File: src/hdl/dda_pkg.sv
`timescale 1ns / 1ps

package dda_pkg;

  // Operation codes carried on the op field.
  localparam logic OP_START   = 1'b0;
  localparam logic OP_ADVANCE = 1'b1;

  // Commands from the controller to the datapath.
  typedef struct packed {
    logic start;     // start item transferred this cycle
    logic advance;   // advance item transferred this cycle
    logic div_step;  // retire one quotient bit of both divisions
  } dda_cmd_t;

  // Status from the datapath to the controller.
  typedef struct packed {
    logic zero_len;  // endpoints on the input ports coincide
    logic div_last;  // the current division step is the final one
  } dda_status_t;

endpackage

File: src/hdl/dda_ctrl.sv
`timescale 1ns / 1ps

module dda_ctrl (
  input  logic                 clk,
  input  logic                 rst,
  input  logic                 in_valid,
  output logic                 in_ready,
  input  logic                 op,
  output logic                 out_valid,
  input  logic                 out_ready,
  input  dda_pkg::dda_status_t status,
  output dda_pkg::dda_cmd_t    cmd
);
  import dda_pkg::*;

  typedef enum logic {
    S_IDLE,
    S_DIVIDE
  } state_t;

  state_t state;
  logic   accept;

  // A new item may enter in the same cycle as the held result is transferred.
  assign in_ready = (state == S_IDLE) && (!out_valid || out_ready);
  assign accept   = in_valid && in_ready;

  always_comb begin
    cmd.start    = accept && (op == OP_START);
    cmd.advance  = accept && (op == OP_ADVANCE);
    cmd.div_step = (state == S_DIVIDE);
  end

  always_ff @(posedge clk) begin
    if (rst) begin
      state     <= S_IDLE;
      out_valid <= 1'b0;
    end else begin
      // Every accepted item writes exactly one result into the output register.
      if (accept) begin
        out_valid <= 1'b1;
      end else if (out_ready) begin
        out_valid <= 1'b0;
      end
      unique case (state)
        S_IDLE: begin
          if (cmd.start && !status.zero_len) begin
            state <= S_DIVIDE;
          end
        end
        S_DIVIDE: begin
          if (status.div_last) begin
            state <= S_IDLE;
          end
        end
        default: state <= S_IDLE;
      endcase
    end
  end

endmodule

File: src/hdl/dda_dpath.sv
`timescale 1ns / 1ps

module dda_dpath #(
  parameter int COORD_BITS = 10,
  parameter int FRAC_BITS  = 16
) (
  input  logic                        clk,
  input  logic                        rst,
  input  dda_pkg::dda_cmd_t           cmd,
  output dda_pkg::dda_status_t        status,
  input  logic [COORD_BITS-1:0]       start_x,
  input  logic [COORD_BITS-1:0]       start_y,
  input  logic [COORD_BITS-1:0]       end_x,
  input  logic [COORD_BITS-1:0]       end_y,
  output logic                        valid_res,
  output logic [COORD_BITS+FRAC_BITS-1:0] point_x,
  output logic [COORD_BITS+FRAC_BITS-1:0] point_y,
  output logic                        last
);
  import dda_pkg::*;

  localparam int POS_W = COORD_BITS + FRAC_BITS;
  localparam int INC_W = FRAC_BITS + 2;
  localparam int SUM_W = POS_W + 2;
  localparam int CNT_W = $clog2(FRAC_BITS + 1);
  localparam logic [CNT_W-1:0] CNT_TOP = CNT_W'(FRAC_BITS);
  localparam logic [POS_W-1:0] POS_MAX = {{COORD_BITS{1'b1}}, {FRAC_BITS{1'b0}}};

  // Line state
  logic                   line_active;
  logic [POS_W-1:0]       x_accum, y_accum;
  logic signed [INC_W-1:0] x_step_inc, y_step_inc;
  logic [COORD_BITS:0]    points_left;

  // Shared divider state: both increments are divided by the same step count.
  logic [COORD_BITS-1:0]  divisor;
  logic [COORD_BITS:0]    rem_x, rem_y;
  logic [FRAC_BITS:0]     quo_x, quo_y;
  logic                   neg_x, neg_y;
  logic [CNT_W-1:0]       bit_cnt;

  // Start decode
  logic [COORD_BITS-1:0]  adx, ady, steps;

  always_comb begin
    adx   = (end_x >= start_x) ? (end_x - start_x) : (start_x - end_x);
    ady   = (end_y >= start_y) ? (end_y - start_y) : (start_y - end_y);
    steps = (adx > ady) ? adx : ady;
    status.zero_len = (steps == '0);
    status.div_last = (bit_cnt == '0);
  end

  // One restoring step per cycle. The first step weighs 1.0 and needs no shift,
  // since the delta never exceeds the step count.
  logic                   first_bit;
  logic [COORD_BITS:0]    shx, shy, rem_x_next, rem_y_next;
  logic                   ge_x, ge_y;
  logic [FRAC_BITS:0]     quo_x_next, quo_y_next;

  always_comb begin
    first_bit  = (bit_cnt == CNT_TOP);
    shx        = first_bit ? rem_x : {rem_x[COORD_BITS-1:0], 1'b0};
    shy        = first_bit ? rem_y : {rem_y[COORD_BITS-1:0], 1'b0};
    ge_x       = (shx >= {1'b0, divisor});
    ge_y       = (shy >= {1'b0, divisor});
    rem_x_next = ge_x ? (shx - {1'b0, divisor}) : shx;
    rem_y_next = ge_y ? (shy - {1'b0, divisor}) : shy;
    quo_x_next = {quo_x[FRAC_BITS-1:0], ge_x};
    quo_y_next = {quo_y[FRAC_BITS-1:0], ge_y};
  end

  // Advance: add the signed increment and clamp to the screen range.
  logic signed [SUM_W-1:0] sum_x, sum_y;
  logic [POS_W-1:0]        new_x, new_y;
  logic [COORD_BITS:0]     points_left_next;

  always_comb begin
    sum_x = signed'({2'b00, x_accum}) + SUM_W'(x_step_inc);
    sum_y = signed'({2'b00, y_accum}) + SUM_W'(y_step_inc);
    if (sum_x < 0) begin
      new_x = '0;
    end else if (sum_x > signed'({2'b00, POS_MAX})) begin
      new_x = POS_MAX;
    end else begin
      new_x = sum_x[POS_W-1:0];
    end
    if (sum_y < 0) begin
      new_y = '0;
    end else if (sum_y > signed'({2'b00, POS_MAX})) begin
      new_y = POS_MAX;
    end else begin
      new_y = sum_y[POS_W-1:0];
    end
    points_left_next = (points_left != '0) ? (points_left - 1'b1) : points_left;
  end

  // Control state
  always_ff @(posedge clk) begin
    if (rst) begin
      line_active <= 1'b0;
      points_left <= '0;
      bit_cnt     <= '0;
    end else begin
      if (cmd.start) begin
        line_active <= !status.zero_len;
        points_left <= {1'b0, steps};
        bit_cnt     <= CNT_TOP;
      end else if (cmd.advance && line_active) begin
        points_left <= points_left_next;
        line_active <= (points_left_next != '0);
      end
      if (cmd.div_step && !status.div_last) begin
        bit_cnt <= bit_cnt - 1'b1;
      end
    end
  end

  // Payload registers
  always_ff @(posedge clk) begin
    if (rst) begin
      x_accum    <= '0;
      y_accum    <= '0;
      x_step_inc <= '0;
      y_step_inc <= '0;
    end else begin
      if (cmd.start) begin
        x_accum    <= {start_x, {FRAC_BITS{1'b0}}};
        y_accum    <= {start_y, {FRAC_BITS{1'b0}}};
        x_step_inc <= '0;
        y_step_inc <= '0;
      end else if (cmd.advance && line_active) begin
        x_accum <= new_x;
        y_accum <= new_y;
      end
      if (cmd.div_step && status.div_last) begin
        x_step_inc <= neg_x ? -signed'({1'b0, quo_x_next}) : signed'({1'b0, quo_x_next});
        y_step_inc <= neg_y ? -signed'({1'b0, quo_y_next}) : signed'({1'b0, quo_y_next});
      end
    end
  end

  always_ff @(posedge clk) begin
    if (cmd.start) begin
      divisor <= steps;
      rem_x   <= {1'b0, adx};
      rem_y   <= {1'b0, ady};
      quo_x   <= '0;
      quo_y   <= '0;
      neg_x   <= (end_x < start_x);
      neg_y   <= (end_y < start_y);
    end else if (cmd.div_step) begin
      rem_x <= rem_x_next;
      rem_y <= rem_y_next;
      quo_x <= quo_x_next;
      quo_y <= quo_y_next;
    end
  end

  // Output register, written once for every item transferred in.
  always_ff @(posedge clk) begin
    if (cmd.start) begin
      valid_res <= 1'b1;
      point_x   <= {start_x, {FRAC_BITS{1'b0}}};
      point_y   <= {start_y, {FRAC_BITS{1'b0}}};
      last      <= status.zero_len;
    end else if (cmd.advance) begin
      if (line_active) begin
        valid_res <= 1'b1;
        point_x   <= new_x;
        point_y   <= new_y;
        last      <= (points_left_next == '0);
      end else begin
        valid_res <= 1'b0;
        point_x   <= '0;
        point_y   <= '0;
        last      <= 1'b0;
      end
    end
  end

endmodule

File: src/hdl/dda_line_point_generator.sv
`timescale 1ns / 1ps

// DDA line rasteriser. A start item (op = 0) returns the first endpoint at once,
// in unsigned Q(COORD_BITS).FRAC_BITS, and then runs a restoring divider that
// retires one quotient bit of both per-step increments per cycle; no item is
// taken while the divider runs. A zero-length line skips the divider, and its
// single point carries last. Each advance item (op = 1) adds the signed
// Q1.FRAC_BITS increments, clamps to the screen range and returns the next
// point, with last on the final one. An advance with no line in progress
// returns valid_res = 0 and zero fields. One result is produced per item, and
// while no division runs the next item is taken in the cycle the held result
// is transferred.

module dda_line_point_generator #(
  parameter int COORD_BITS = 10,
  parameter int FRAC_BITS  = 16
) (
  input  logic                            clk,
  input  logic                            rst,
  input  logic                            in_valid,
  output logic                            in_ready,
  input  logic                            op,
  input  logic [COORD_BITS-1:0]           start_x,
  input  logic [COORD_BITS-1:0]           start_y,
  input  logic [COORD_BITS-1:0]           end_x,
  input  logic [COORD_BITS-1:0]           end_y,
  output logic                            out_valid,
  input  logic                            out_ready,
  output logic                            valid_res,
  output logic [COORD_BITS+FRAC_BITS-1:0] point_x,
  output logic [COORD_BITS+FRAC_BITS-1:0] point_y,
  output logic                            last
);
  import dda_pkg::*;

  dda_cmd_t    cmd;
  dda_status_t status;

  dda_ctrl u_ctrl (
    .clk       (clk),
    .rst       (rst),
    .in_valid  (in_valid),
    .in_ready  (in_ready),
    .op        (op),
    .out_valid (out_valid),
    .out_ready (out_ready),
    .status    (status),
    .cmd       (cmd)
  );

  dda_dpath #(
    .COORD_BITS (COORD_BITS),
    .FRAC_BITS  (FRAC_BITS)
  ) u_dpath (
    .clk       (clk),
    .rst       (rst),
    .cmd       (cmd),
    .status    (status),
    .start_x   (start_x),
    .start_y   (start_y),
    .end_x     (end_x),
    .end_y     (end_y),
    .valid_res (valid_res),
    .point_x   (point_x),
    .point_y   (point_y),
    .last      (last)
  );

endmodule

File: config.mk
export PLATFORM = sky130hd
export DESIGN_NAME = dda_line_point_generator
export DESIGN_NICKNAME = d
export VERILOG_FILES = /design/src/hdl/dda_pkg.sv /design/src/hdl/dda_ctrl.sv /design/src/hdl/dda_dpath.sv /design/src/hdl/dda_line_point_generator.sv
export SDC_FILE = /design/constraint.sdc
export NUM_CORES = 1
export LEC_CHECK = 0
export BUFFER_PORTS_ARGS = -buffer_cell sky130_fd_sc_hd__buf_2
export CAP_MARGIN = 40
export CORE_MARGIN = 3
export CORE_UTILIZATION = 55
export DETAILED_ROUTE_END_ITERATION = 7
export PLACE_DENSITY = 0.76
export SYNTH_ARGS = -nofsm -noshare
export SYNTH_HDL_FRONTEND = slang
export SYNTH_HIERARCHICAL = 1
export SYNTH_SLANG_ARGS = --single-unit
File: constraint.sdc
create_clock -name clk -period 5.7 [get_ports clk]
set_clock_uncertainty 0.05 [all_clocks]
set_input_delay 0.285 -clock clk [delete_from_list [all_inputs] [get_ports clk]]
set_output_delay 0.285 -clock clk [all_outputs]
set_load 0.02 [all_outputs]
== Word-level counts from Yosys, hierarchy flattened ==
Index checks and enable logic that the tools add are counted.

* Register bits: 227
* Bits in latches: 0
* Memory bits (writable): 0
* Memory bits (read-only): 0
* Bits of input ports: 45
* Output and inout bits: 56
* Word-level logic and storage cells: 123
* Memories: 0

* Add/subtract/negate cells: 12
* $mul: 0
* Div/mod/pow operators: 0
* Order comparisons: 11
* Equal/unequal tests: 1
* Shift operators: 0
* Muxes and demuxes: 46
* Bitwise gates (word level): 2
* Reduce and logical (&&, ||, !) cells: 24

{| class="wikitable"
|+ Operator list
! cell !! number
|-
| $mux 26 || 14
|-
| $mux 10 || 9
|-
| $mux 18 || 5
|-
| $add 27x18->28 || 2
|-
| $gt 28x27->1 const B || 2
|-
| $lt 28x1->1 const B || 2
|-
| $mux 11 || 5
|-
| $sub 10x10->10 || 4
|-
| $neg 17->18 || 2
|-
| $ge 11x10->1 || 2
|-
| $reduce_bool 11->1 || 2
|-
| $sub 11x10->11 || 2
|-
| $ge 10x10->1 || 2
|-
| $lt 10x10->1 || 2
|-
| $reduce_bool 2->1 || 6
|-
| $logic_not 11->1 || 1
|-
| $sub 11x1->11 const B || 1
|-
| $gt 10x10->1 || 1
|-
| $logic_not 10->1 || 1
|-
| $mux 1 || 10
|-
| $mux 5 || 2
|-
| $logic_and 1x1->1 || 8
|-
| $eq 5x5->1 const B || 1
|-
| $logic_not 5->1 || 1
|-
| 6 further kinds || 9
|}

== Depth between registers and ports, before layout ==
Gate-level depths: netlist (run 1).

* Depth in word-level cells: 9
* Gate-level depth with buffers: 26
* Gate-level depth less buffers: 23

== Hierarchy ==
The synthesis (run 1) kept the hierarchy.

{| class="wikitable"
|+ Modules (own cells, without submodules)
! module !! instances !! cells each !! area each (um^2) !! seq. area each (um^2)
|-
| dda_dpath || 1 || 1861 || 15469.8 || 5034.8
|-
| dda_ctrl || 1 || 13 || 125.1 || 40.0
|}

== Worst setup path after synthesis (run 1) ==
No wires, ideal clock.

* Path type: input port to flip-flop
* From: in end_y[0]
* To: reg u_ctrl.state
* Library setup time: 84 ps
* Arrival: 5092 ps
* Data required time: 5566 ps
* Slack: 473 ps
* Stages on the path: 20
* Buffers on the path: 1
* Cell sequence: inv_1 ha_1 inv_1 fa_1 a211oi_1 nor2_1 o41a_1 a311oi_2 o21ai_0 xor2_1 ha_1 nand4_1 nor3_1 a2111oi_0 a31oi_1 clkbuf_1 o21ai_0 and4b_1 or4_4 o31ai_2

{| class="wikitable"
|+ RTL lines
! what !! RTL line !! source
|-
| start: declaration || dda_line_point_generator.sv:26 || <nowiki>input logic [COORD_BITS-1:0] end_y,</nowiki>
|-
| end signal: assignment || dda_ctrl.sv:36 || <nowiki>state <= S_IDLE;</nowiki>
|-
| end signal: assignment || dda_ctrl.sv:48 || <nowiki>state <= S_DIVIDE;</nowiki>
|-
| end signal: assignment || dda_ctrl.sv:53 || <nowiki>state <= S_IDLE;</nowiki>
|-
| end: declaration || dda_ctrl.sv:21 || <nowiki>state_t state;</nowiki>
|}

==> impl_results.md, run 1 <==
- Peak VDD IR: between 200 and 300 uV
- WHS Path Cells: 3
- Tcrit/Tclk final: 0.869
- GP Congestion: 0.954
- Total gr overflow: 0
- Hold slack: slightly above 0.03 ns
- RSZ-0062 raised after global routing: no
- Leak Pwr: approximately 7.7 nW
- TritonCTS clock tree: built
- Yosys reg bits: roughly 230
- Worst reg2reg path depth: 20
- Cell Area, Synth: ~16000 um2
- Die Y: around 170 um
- Final net count: between 2000 and 2500
- Crit-path slowest cell: or4_4
- Worst Setup Slack, final: approximately 0.75 ns
- Drt pass-1 iters: 5
- CP max FO: 14
- CP delay by family, top: compound AO/OA/AOI/OAI gates
- Initial Util: 0.560
- P&R area growth vs syn: 11.5%
- CP startpoint kind: input port
- Clock buffer depth: 3
- First-pass GRT wire length: slightly below 70000 um
- Post-synth EDFFs: 53
- Worst Path Arrival: approximately 5.3 ns
- Mapped Cells: approximately 1900
- Final hold vios: 0
- Final HPWL DP: roughly 32000 um
- Mapped Nets: slightly above 2000
- Clock-pin slew on the worst setup and hold paths: 0.06 ns
- CP Capture Type: flip-flop
- Sequential fraction of the synthesis area: 0.325
- Row count: 61
- Die Width: 174 um
- CTS root buffer: clkbuf_16
- Initial antenna violation count: 0
- Outcome: finished, final reports clean
- IO Count: a little over 100
- Share of layout cells above drive strength 1: 0.110
- Kind of critical path: input port to flip-flop
- Clock sink total: roughly 230
- Area of the die: about 30000 um2
- WP depth: 22
- Maximum number of pins on one net before global-route repair: 63
- Tightest Hold Check Type: input port to flip-flop
- Max incr delay on CP: between 0.5 and 0.6 ns
- Post-DRT Antenna Nets: 0
- Slew Limit Fails: 0
- Ys Warns: 6
- Clk_lat worst skew: between 0.5 and 0.6 ns
- Vias in the first global route: about 13000
- DP Worst Slack: between 0.2 and 0.3 ns
- Vias after detailed routing: between 10000 and 15000
- H-Tree Level Count: 1
- IO Port Bufs: 100
- PwrDens: approximately 300 nW/um2
- Post-route DRC: 0
- Unique masters post-synth: 80
- WL/cell: approximately 18 um
- TNS Setup: 0 ns
- CP Cell Sequence: buf_2 -> inv_1 -> ha_1 -> inv_1 -> fa_1 -> a211oi_1 -> nor2_1 -> o41a_1 -> a311oi_2 -> buf_4 -> mux2i_1 -> xnor2_1 -> ha_1 -> a21o_1 -> a21o_1 -> a2111oi_0 -> a31oi_1 -> buf_4 -> a21oi_1 -> and4b_1 -> or4_4 -> o31ai_2
- N_diodes: 0
- Slew headroom: 0.358
- DRT iter0 DRCs: 1244
- Max-capacitance violation count: 0
- Final WL: 42900 um
- CTS buffer count: 26
- Final setup viols: 0
- Count of buffer and inverter cells on the critical path: 5
- Core Region: around 28000 um2
- Top_reg_cell synth: dfxtp_1
- Async S/R FF share, synth: 0
- Avg Cell Area, Syn: ~8.3 um2
- Final min period: 4.95 ns
- Slew @ Worst Pin: 0.951 ns
- CP required: between 6 and 7 ns
- Vias/cell: around 6
- GRT Overall Usage: 0.271
- Fmax achieved: between 200 and 250 MHz
==> repair_timing <==
item / 4_1_cts / 5_1_grt
resized for setup: 0 / 0
buffers inserted: 0 / 0
hold buffers: 1 / 0
endpoints found under the hold margin: 1 / 0
==> cell families (layout without fill, tap and decap cells) <==
kind of cell | after synthesis | in the layout | share of synthesized area
xor gates and xnor gates | 106 | 106 | 0.0595
and+or+nand+nor | 601 | 601 | 0.181
adders and majority gates | 134 | 134 | 0.111
muxes | 64 | 64 | 0.0415
AOI/OAI and AO/OA | 537 | 537 | 0.231
DFF | 227 | 227 | 0.325
buffers and inverters | 205 | 296 | 0.0509
==> placed cells by master, fill, tap and decap left out, drive strengths merged, types with 8 or more instances in the layout <==
| cell type | instances |
|---|---|
| a211oi | 35 |
| a21o | 34 |
| a21oi | 142 |
| a22o | 41 |
| a31oi | 35 |
| a32o | 26 |
| and2 | 8 |
| and3 | 16 |
| buf | 135 |
| clkbuf | 31 |
| clkinv | 16 |
| dfxtp | 174 |
| edfxtp | 53 |
| fa | 8 |
| ha | 126 |
| inv | 112 |
| mux2i | 59 |
| nand2 | 232 |
| nand2b | 21 |
| nand3 | 42 |
| nand4 | 18 |
| nor2 | 149 |
| nor2b | 15 |
| nor3 | 31 |
| o211ai | 11 |
| o21a | 9 |
| o21ai | 106 |
| o21bai | 9 |
| o31ai | 11 |
| o41ai | 11 |
| or2 | 12 |
| or3 | 15 |
| or4 | 10 |
| xnor2 | 63 |
| xor2 | 43 |
==> through the flow <==
stage / power, mW / util / area (um2) / cells
6_report: 5.30 / 0.624 / 17400 / 2343
5_1_grt: 5.57 / 0.624 / 17400 / 2343
4_1_cts: 5.29 / 0.624 / 17400 / 2343
3_5_place_dp: 3.66 / 0.593 / 16500 / 2294
3_3_place_gp: 3.61 / 0.591 / 16500 / 2291
2_1_floorplan: 3.16 / - / 15600 / 1874
==> state kept, by name, summed over array words and instances (netlist names), 16 cells and up <==
register	cells
u_dpath/x_step_inc	18
u_dpath/point_y	26
u_dpath/x_accum	26
u_dpath/quo_y	16
u_dpath/point_x	26
u_dpath/y_accum	26
u_dpath/quo_x	16
u_dpath/y_step_inc	18
==> report_power, final <==
part	internal (mW)	switching [mW]	leakage, nW
sequential	1.80	0.0887	1.92
clock	0.935	0.693	0.430
combinational	0.692	1.09	5.35
==> routing by layer <==
metal	vias to the layer above	wire length [um]	track usage
li1	6948	-	-
met1	6776	19200	0.360
met2	433	20000	0.458
met3	86	2270	0.0367
met4	0	1430	0.0888
met5	-	0	0
==> cell usage after synthesis, types with 18 or more instances <==
master / n / area (um2)
mux2i_1: 59 / 591
a211oi_1: 35 / 263
o21ai_0: 104 / 521
nand4_1: 18 / 113
a32o_1: 26 / 260
inv_1: 110 / 413
edfxtp_1: 53 / 1590
a22o_1: 41 / 359
nand2_1: 232 / 871
nand2b_1: 21 / 131
xor2_1: 43 / 377
nand3_1: 42 / 210
ha_1: 126 / 1580
clkbuf_1: 75 / 282
xnor2_1: 63 / 552
nor2_1: 149 / 559
a31oi_1: 35 / 219
a21oi_1: 142 / 711
dfxtp_1: 174 / 3480
a21o_1: 34 / 255
nor3_1: 29 / 145
==> worst register-to-register path: stages (launching register included) <==
cell and delay [ns]:
dfxtp_1 0.37, inv_1 0.06, ha_1 0.23, nand3_1 0.32
buf_4 0.26, buf_4 0.20, nand2_1 0.08, nand2_1 0.14
ha_1 0.26, nor2b_1 0.13, o21ai_0 0.21, a21boi_0 0.16
o21ai_0 0.34, a211oi_1 0.15, nor2_1 0.17, nand2_1 0.23
inv_1 0.15, buf_4 0.27, nand3_1 0.19, or4_1 0.51
a32o_1 0.29
==> worst paths after layout <==
| path | startpoint | end | slack [ns] |
|---|---|---|---|
| setup / recovery | end_y[0] | u_ctrl/state | 0.75 |
| hold / removal | start_x[9] | u_dpath/x_accum[25] | 0.03 |
| setup reg to reg | u_dpath/bit_cnt[0] | u_dpath/y_step_inc[17] | 0.84 |
| hold reg to reg | u_dpath/point_y[7] | u_dpath/point_y[7] | 0.41 |
==> layout make-up <==
class                      count  area (um2)
sequential                   227        5080
clock inverter                17         106
timing repair buffer         136         821
inverter                     112         420
fill                        2432       10500
clock buffer                  31         743
multi-input combinational   1442        9740
tap                          378         473
(Power assumes the default switching activity.)
==> run 2, diff against run 1 <==
SYNTH_HIERARCHICAL = default   (was 1)
==> impl_results.md, run 2 <==
- Outcome: finished, final reports clean
- Postcts setup bufs: 0
- Vias/cell: between 6 and 7
- Die Y: 175 um
- Filler cells: ~2500
- Most frequent cells in the layout: nand2_1 (327), dfxtp_1 (173), nor2_1 (135)
- PwrDens: 319 nW/um2
- CP Capture Type: flip-flop
- Final min period: ~5 ns
- Core Region: 27900 um2
- Post-placement cell area: approximately 17000 um2
- Area of the die: 30600 um2
- RR Startpoint: u_dpath.bit_cnt[0]
- Unique masters post-synth: 76
- Die Width: roughly 170 um
- Vias after detailed routing: roughly 15000
- WL/cell: 18.5 um
- IO Port Bufs: 100
- Slew headroom: 0.433
- CP max FO: 12
- Cell Area, Synth: ~16000 um2
- Final net count: around 2200
- Most frequent cells after synthesis: nand2_1 (327), dfxtp_1 (174), nor2_1 (136)
- Worst Path Arrival: roughly 5.5 ns
- First-pass GRT wire length: 72400 um
- Post-synth top area cell: dfxtp_1
- Final hold vios: 0
- Fmax achieved: about 190 MHz
- Initial antenna violation count: 0
- Row count: 61
- Total gr overflow: 0
- Initial Util: 0.561
- CP Launch Point: start_y[9]
- Post-DRT Antenna Nets: 0
- CP startpoint kind: input port
- RSZ-0062 raised after global routing: no
- Tightest Hold Check Type: input port to flip-flop
- Final HPWL DP: around 34000 um
- Clk_lat worst skew: about 0.53 ns
- Mapped Cells: 1943
- Clock sink total: approximately 230
- Clock buffer depth: 3
- DRT iter0 DRCs: approximately 1200
- Tcrit/Tclk final: 0.903
- Final WL: about 45000 um
- Avg Cell Area, Syn: 8.07 um2
- Final setup viols: 0
- Slew Limit Fails: 0
- Kind of critical path: input port to flip-flop
- H-Tree Level Count: 1
- TNS Setup: 0 ns
- P&R area growth vs syn: 11.3%
- Vias in the first global route: roughly 14000
- TritonCTS clock tree: built
- Post-route DRC: 0
- Async S/R FF share, synth: 0
- Drt pass-1 iters: 5
- Mapped Nets: about 2100
- Max-capacitance violation count: 0
- Number of hold buffers added after CTS: 2
- Top post-synthesis cells by area: dfxtp_1 (22%), edfxtp_1 (10%), ha_1 (10%), nand2_1 (7.8%), o21ai_0 (4.2%)
- Clock-pin slew on the worst setup and hold paths: 0.06 ns
- Peak VDD IR: about 220 uV
- GRT Overall Usage: 0.285
- Post-synth top area share: 0.222
- Post-synth EDFFs: 53
- Yosys reg bits: between 200 and 250
- Sequential fraction of the synthesis area: 0.324
- Post-CTS Resized: 0
- Slew @ Worst Pin: 0.828 ns
- Share of layout cells above drive strength 1: 0.0968
- Maximum number of pins on one net before global-route repair: 69
- CTS buffer count: 26
- Ys Warns: 0
- IO Count: ~100
- Top_reg_cell synth: dfxtp_1
- CTS root buffer: clkbuf_16
- GP Congestion: 0.963
- Most common cell in the netlist: nand2_1
- Leak Pwr: about 7.8 nW
- Worst Hold Launch: start_x[8]
- CP required: slightly above 6 ns
- Most common cell after layout, fill and taps aside: nand2_1
- Final instance area: between 15000 and 20000 um2
-- run 2: cell count changes in the layout (fill, tap and decap cells not counted), moves of 18 or more --
cell     previous run  this run
a22oi_1             1        21
a22o_1             41        17
mux2i_1            59        25
o21ai_0           104       133
o31ai_1            10        28
nand2_1           232       327
-- run 2: kinds of logic (layout without fill, tap and decap cells) --
logic type,count (synthesis),in the layout,synth area share
compound gates,579,579,0.246
xor+xnor,109,109,0.0609
fa+ha+maj,135,135,0.112
buf+inv,198,290,0.0491
flops,227,227,0.324
mux,27,27,0.0174
other cells,0,1,0
simple gates,668,668,0.192
-- run 2: worst paths after layout --
| check | to | slack, ns | cells past startpoint |
|---|---|---|---|
| max | u_ctrl.state | 0.55 | 22 |
| min | u_dpath.x_accum[24] | 0.03 | 3 |
| max reg2reg | u_dpath.y_step_inc[16] | 0.80 | 22 |
| min reg2reg | u_dpath.valid_res | 0.39 | 2 |
-- run 2: metrics by stage --
stage          instances  power (mW)  utilization  hold slack [ns]  setup slack [ns]
2_1_floorplan       1943        3.35            -            0.374             0.634
3_3_place_gp        2359        3.84        0.591            0.378             0.492
3_5_place_dp        2363        3.87        0.593            0.380             0.318
4_1_cts             2413        5.56        0.625           0.0138             0.627
5_1_grt             2413        5.89        0.625           0.0582             0.232
6_report            2414        5.57        0.625           0.0284             0.552
-- run 2: final cells by class --
| type | count | area, um2 | area share |
|---|---|---|---|
| diodes | 1 | 2.50 | 0.000143 |
| clock inverters | 10 | 103 | 0.00588 |
| clock buffers | 38 | 757 | 0.0434 |
| well taps | 378 | 473 | 0.0271 |
| flip-flops and latches | 227 | 5080 | 0.291 |
| repair buffers | 129 | 762 | 0.0437 |
| inverters | 113 | 425 | 0.0244 |
| multi-input cells | 1518 | 9860 | 0.565 |
-- run 2: metal layers --
layer | track usage | vias up | share of wire
met5 | 0 | - | 0
met4 | 0.0781 | 0 | 0.024
met3 | 0.0417 | 74 | 0.074
met2 | 0.469 | 566 | 0.46
met1 | 0.394 | 6905 | 0.44
li1 | - | 7165 | -
-- run 2: power by group --
group          total [mW]  internal, mW  switching, mW
clock                1.68          1.01          0.673
combinational        1.98         0.751           1.23
sequential           1.91          1.82         0.0913
total                5.57          3.58           1.99
-- run 2: critical path, cell delays in order --
cell           delay, ns
dlygate4sd3_1       0.54
buf_2               0.13
inv_1               0.05
ha_1                0.39
and3_1              0.22
o211ai_1            0.11
o21ai_2             0.21
clkinv_2            0.14
nand2_4             0.18
mux2i_1             0.23
xor2_1              0.43
ha_1                0.34
a21o_1              0.19
a21o_1              0.17
a221o_1             0.28
nand2_1             0.09
a21oi_1             0.17
a211oi_1            0.28
a211oi_1            0.12
or4_4               0.53
o41ai_2             0.26
a21oi_1             0.11
==> run 3, diff against run 2 <==
PLACE_DENSITY = 0.81   (was 0.76)
SYNTH_HIERARCHICAL = 1   (was default)
==> impl_results.md, run 3 (synthesis gave the netlist of run 1 again) <==
- H-Tree Level Count: 1
- Crit-path slowest cell: or4_4
- Reg2reg setup slack: 0.84 ns
- Final setup viols: 0
- Die Y: around 170 um
- Clock-pin slew on the worst setup and hold paths: roughly 0.060 ns
- Maximum number of pins on one net before global-route repair: around 110
- Clock sink total: approximately 230
- Worst Path Arrival: between 5 and 6 ns
- TNS Setup: 0 ns
- CTS buffer count: 26
- Clk_lat worst skew: 0.54 ns
- Outcome: finished, final reports clean
- CP startpoint kind: input port
- CTS root buffer: clkbuf_16
- Area of the die: slightly above 30000 um2
- Row count: 61
- N_diodes: 0
- RSZ-0062 raised after global routing: no
- Initial Util: 0.560
- IO Count: roughly 100
- Leak Pwr: around 7.6 nW
- DRT iter0 DRCs: approximately 1300
- Worst Setup Slack, final: between 0.7 and 0.8 ns
- Final min period: 4.91 ns
- First-pass GRT wire length: 68100 um
- CP Cell Sequence: buf_2 -> inv_1 -> ha_1 -> inv_1 -> fa_1 -> a211oi_1 -> nor2_1 -> o41a_1 -> a311oi_2 -> buf_4 -> mux2i_1 -> xnor2_1 -> ha_1 -> a21o_1 -> a21o_1 -> a2111oi_0 -> a31oi_1 -> buf_4 -> a21oi_1 -> and4b_1 -> or4_4 -> o31ai_2
- Max incr delay on CP: 0.52 ns
- CP delay by family, top: compound AO/OA/AOI/OAI gates
- Clock buffer depth: 3
- CP max FO: 14
- Postcts setup bufs: 0
- Post-route DRC: 0
- Slew Limit Fails: 0
- Drt pass-1 iters: 6
- Slew @ Worst Pin: between 0.9 and 1 ns
- Total gr overflow: 0
- Max-capacitance violation count: 0
- WL/cell: about 18 um
- Post-DRT Antenna Nets: 0
- Final WL: ~43000 um
- Tightest Hold Check Type: input port to flip-flop
- DP Worst Slack: about 0.32 ns
- Peak VDD IR: 206 uV
- CP Capture Type: flip-flop
- GP Congestion: 0.958
- GRT Overall Usage: 0.270
- Most common cell after layout, fill and taps aside: nand2_1
- Final HPWL DP: 32200 um
- Post-CTS Resized: 0
- Slew headroom: 0.350
- Fmax achieved: 204 MHz
- Final hold vios: 0
- P&R area growth vs syn: 11.0%
- Vias in the first global route: between 10000 and 15000
- Share of layout cells above drive strength 1: 0.104
- Count of buffer and inverter cells on the critical path: 5
- Vias/cell: 6.14
- Die Width: between 150 and 200 um
- PwrDens: 305 nW/um2
- Kind of critical path: input port to flip-flop
- TritonCTS clock tree: built
- Core Region: 27900 um2
- Final net count: between 2000 and 2500
- IO Port Bufs: 100
- Tcrit/Tclk final: 0.862
- CP required: around 6 ns
- Initial antenna violation count: 0
- Most frequent cells in the layout: nand2_1 (232), dfxtp_1 (173), nor2_1 (148)
- Vias after detailed routing: about 14000
## run 3: routing by layer
metal / routed length [um] / track usage
met3: 2980 / 0.0422
met4: 1820 / 0.107
met1: 18500 / 0.356
met5: 0 / 0
met2: 19600 / 0.446
## run 3: report_power, final
part,total [mW],switching [mW],internal (mW)
clock network,1.63,0.674,0.953
registers,1.89,0.0881,1.80
logic,1.76,1.08,0.683
## run 3: worst register-to-register path: cells and delay by family, from the launching register on
kind | cells | cell delay, ns
DFF | 1 | 0.70
AOI/OAI and AO/OA | 5 | 2.07
adders and majority gates | 1 | 0.35
and+or+nand+nor | 4 | 1.59
## run 3: area by class of cell
cell class              instances  area (um2)
inverters                     112         420
fillers                      2434       10500
flip-flops and latches        227        5080
well taps                     378         473
repair buffers                130         756
clock buffers                  40         786
multi-input cells            1442        9740
clock inverters                 8        62.6
## run 3: per-stage QoR
stage	power (mW)	utilization	hold slack [ns]	instances	cell area (um2)
2_1_floorplan	3.16	-	0.304	1874	15600
3_3_place_gp	3.60	0.590	0.391	2286	16400
3_5_place_dp	3.65	0.591	0.397	2288	16500
4_1_cts	5.28	0.622	0.0311	2337	17300
5_1_grt	5.56	0.622	0.0612	2337	17300
6_report	5.28	0.622	0.0502	2337	17300
## run 3: path summary, 6_finish.rpt
path                               start  cells past startpoint                   to
setup / recovery                end_y[0]                     22         u_ctrl/state
hold / removal                start_x[8]                      3  u_dpath/x_accum[24]
setup reg to reg  u_dpath/y_step_inc[17]                     10  u_dpath/y_accum[25]
hold reg to reg        u_dpath/valid_res                      2    u_dpath/valid_res
## run 3: what timing repair did
action | 4_1_cts | 5_1_grt
hold buffers | 1 | 0
endpoints found under the hold margin | 1 | 0
endpoints found under the setup margin | 0 | 0
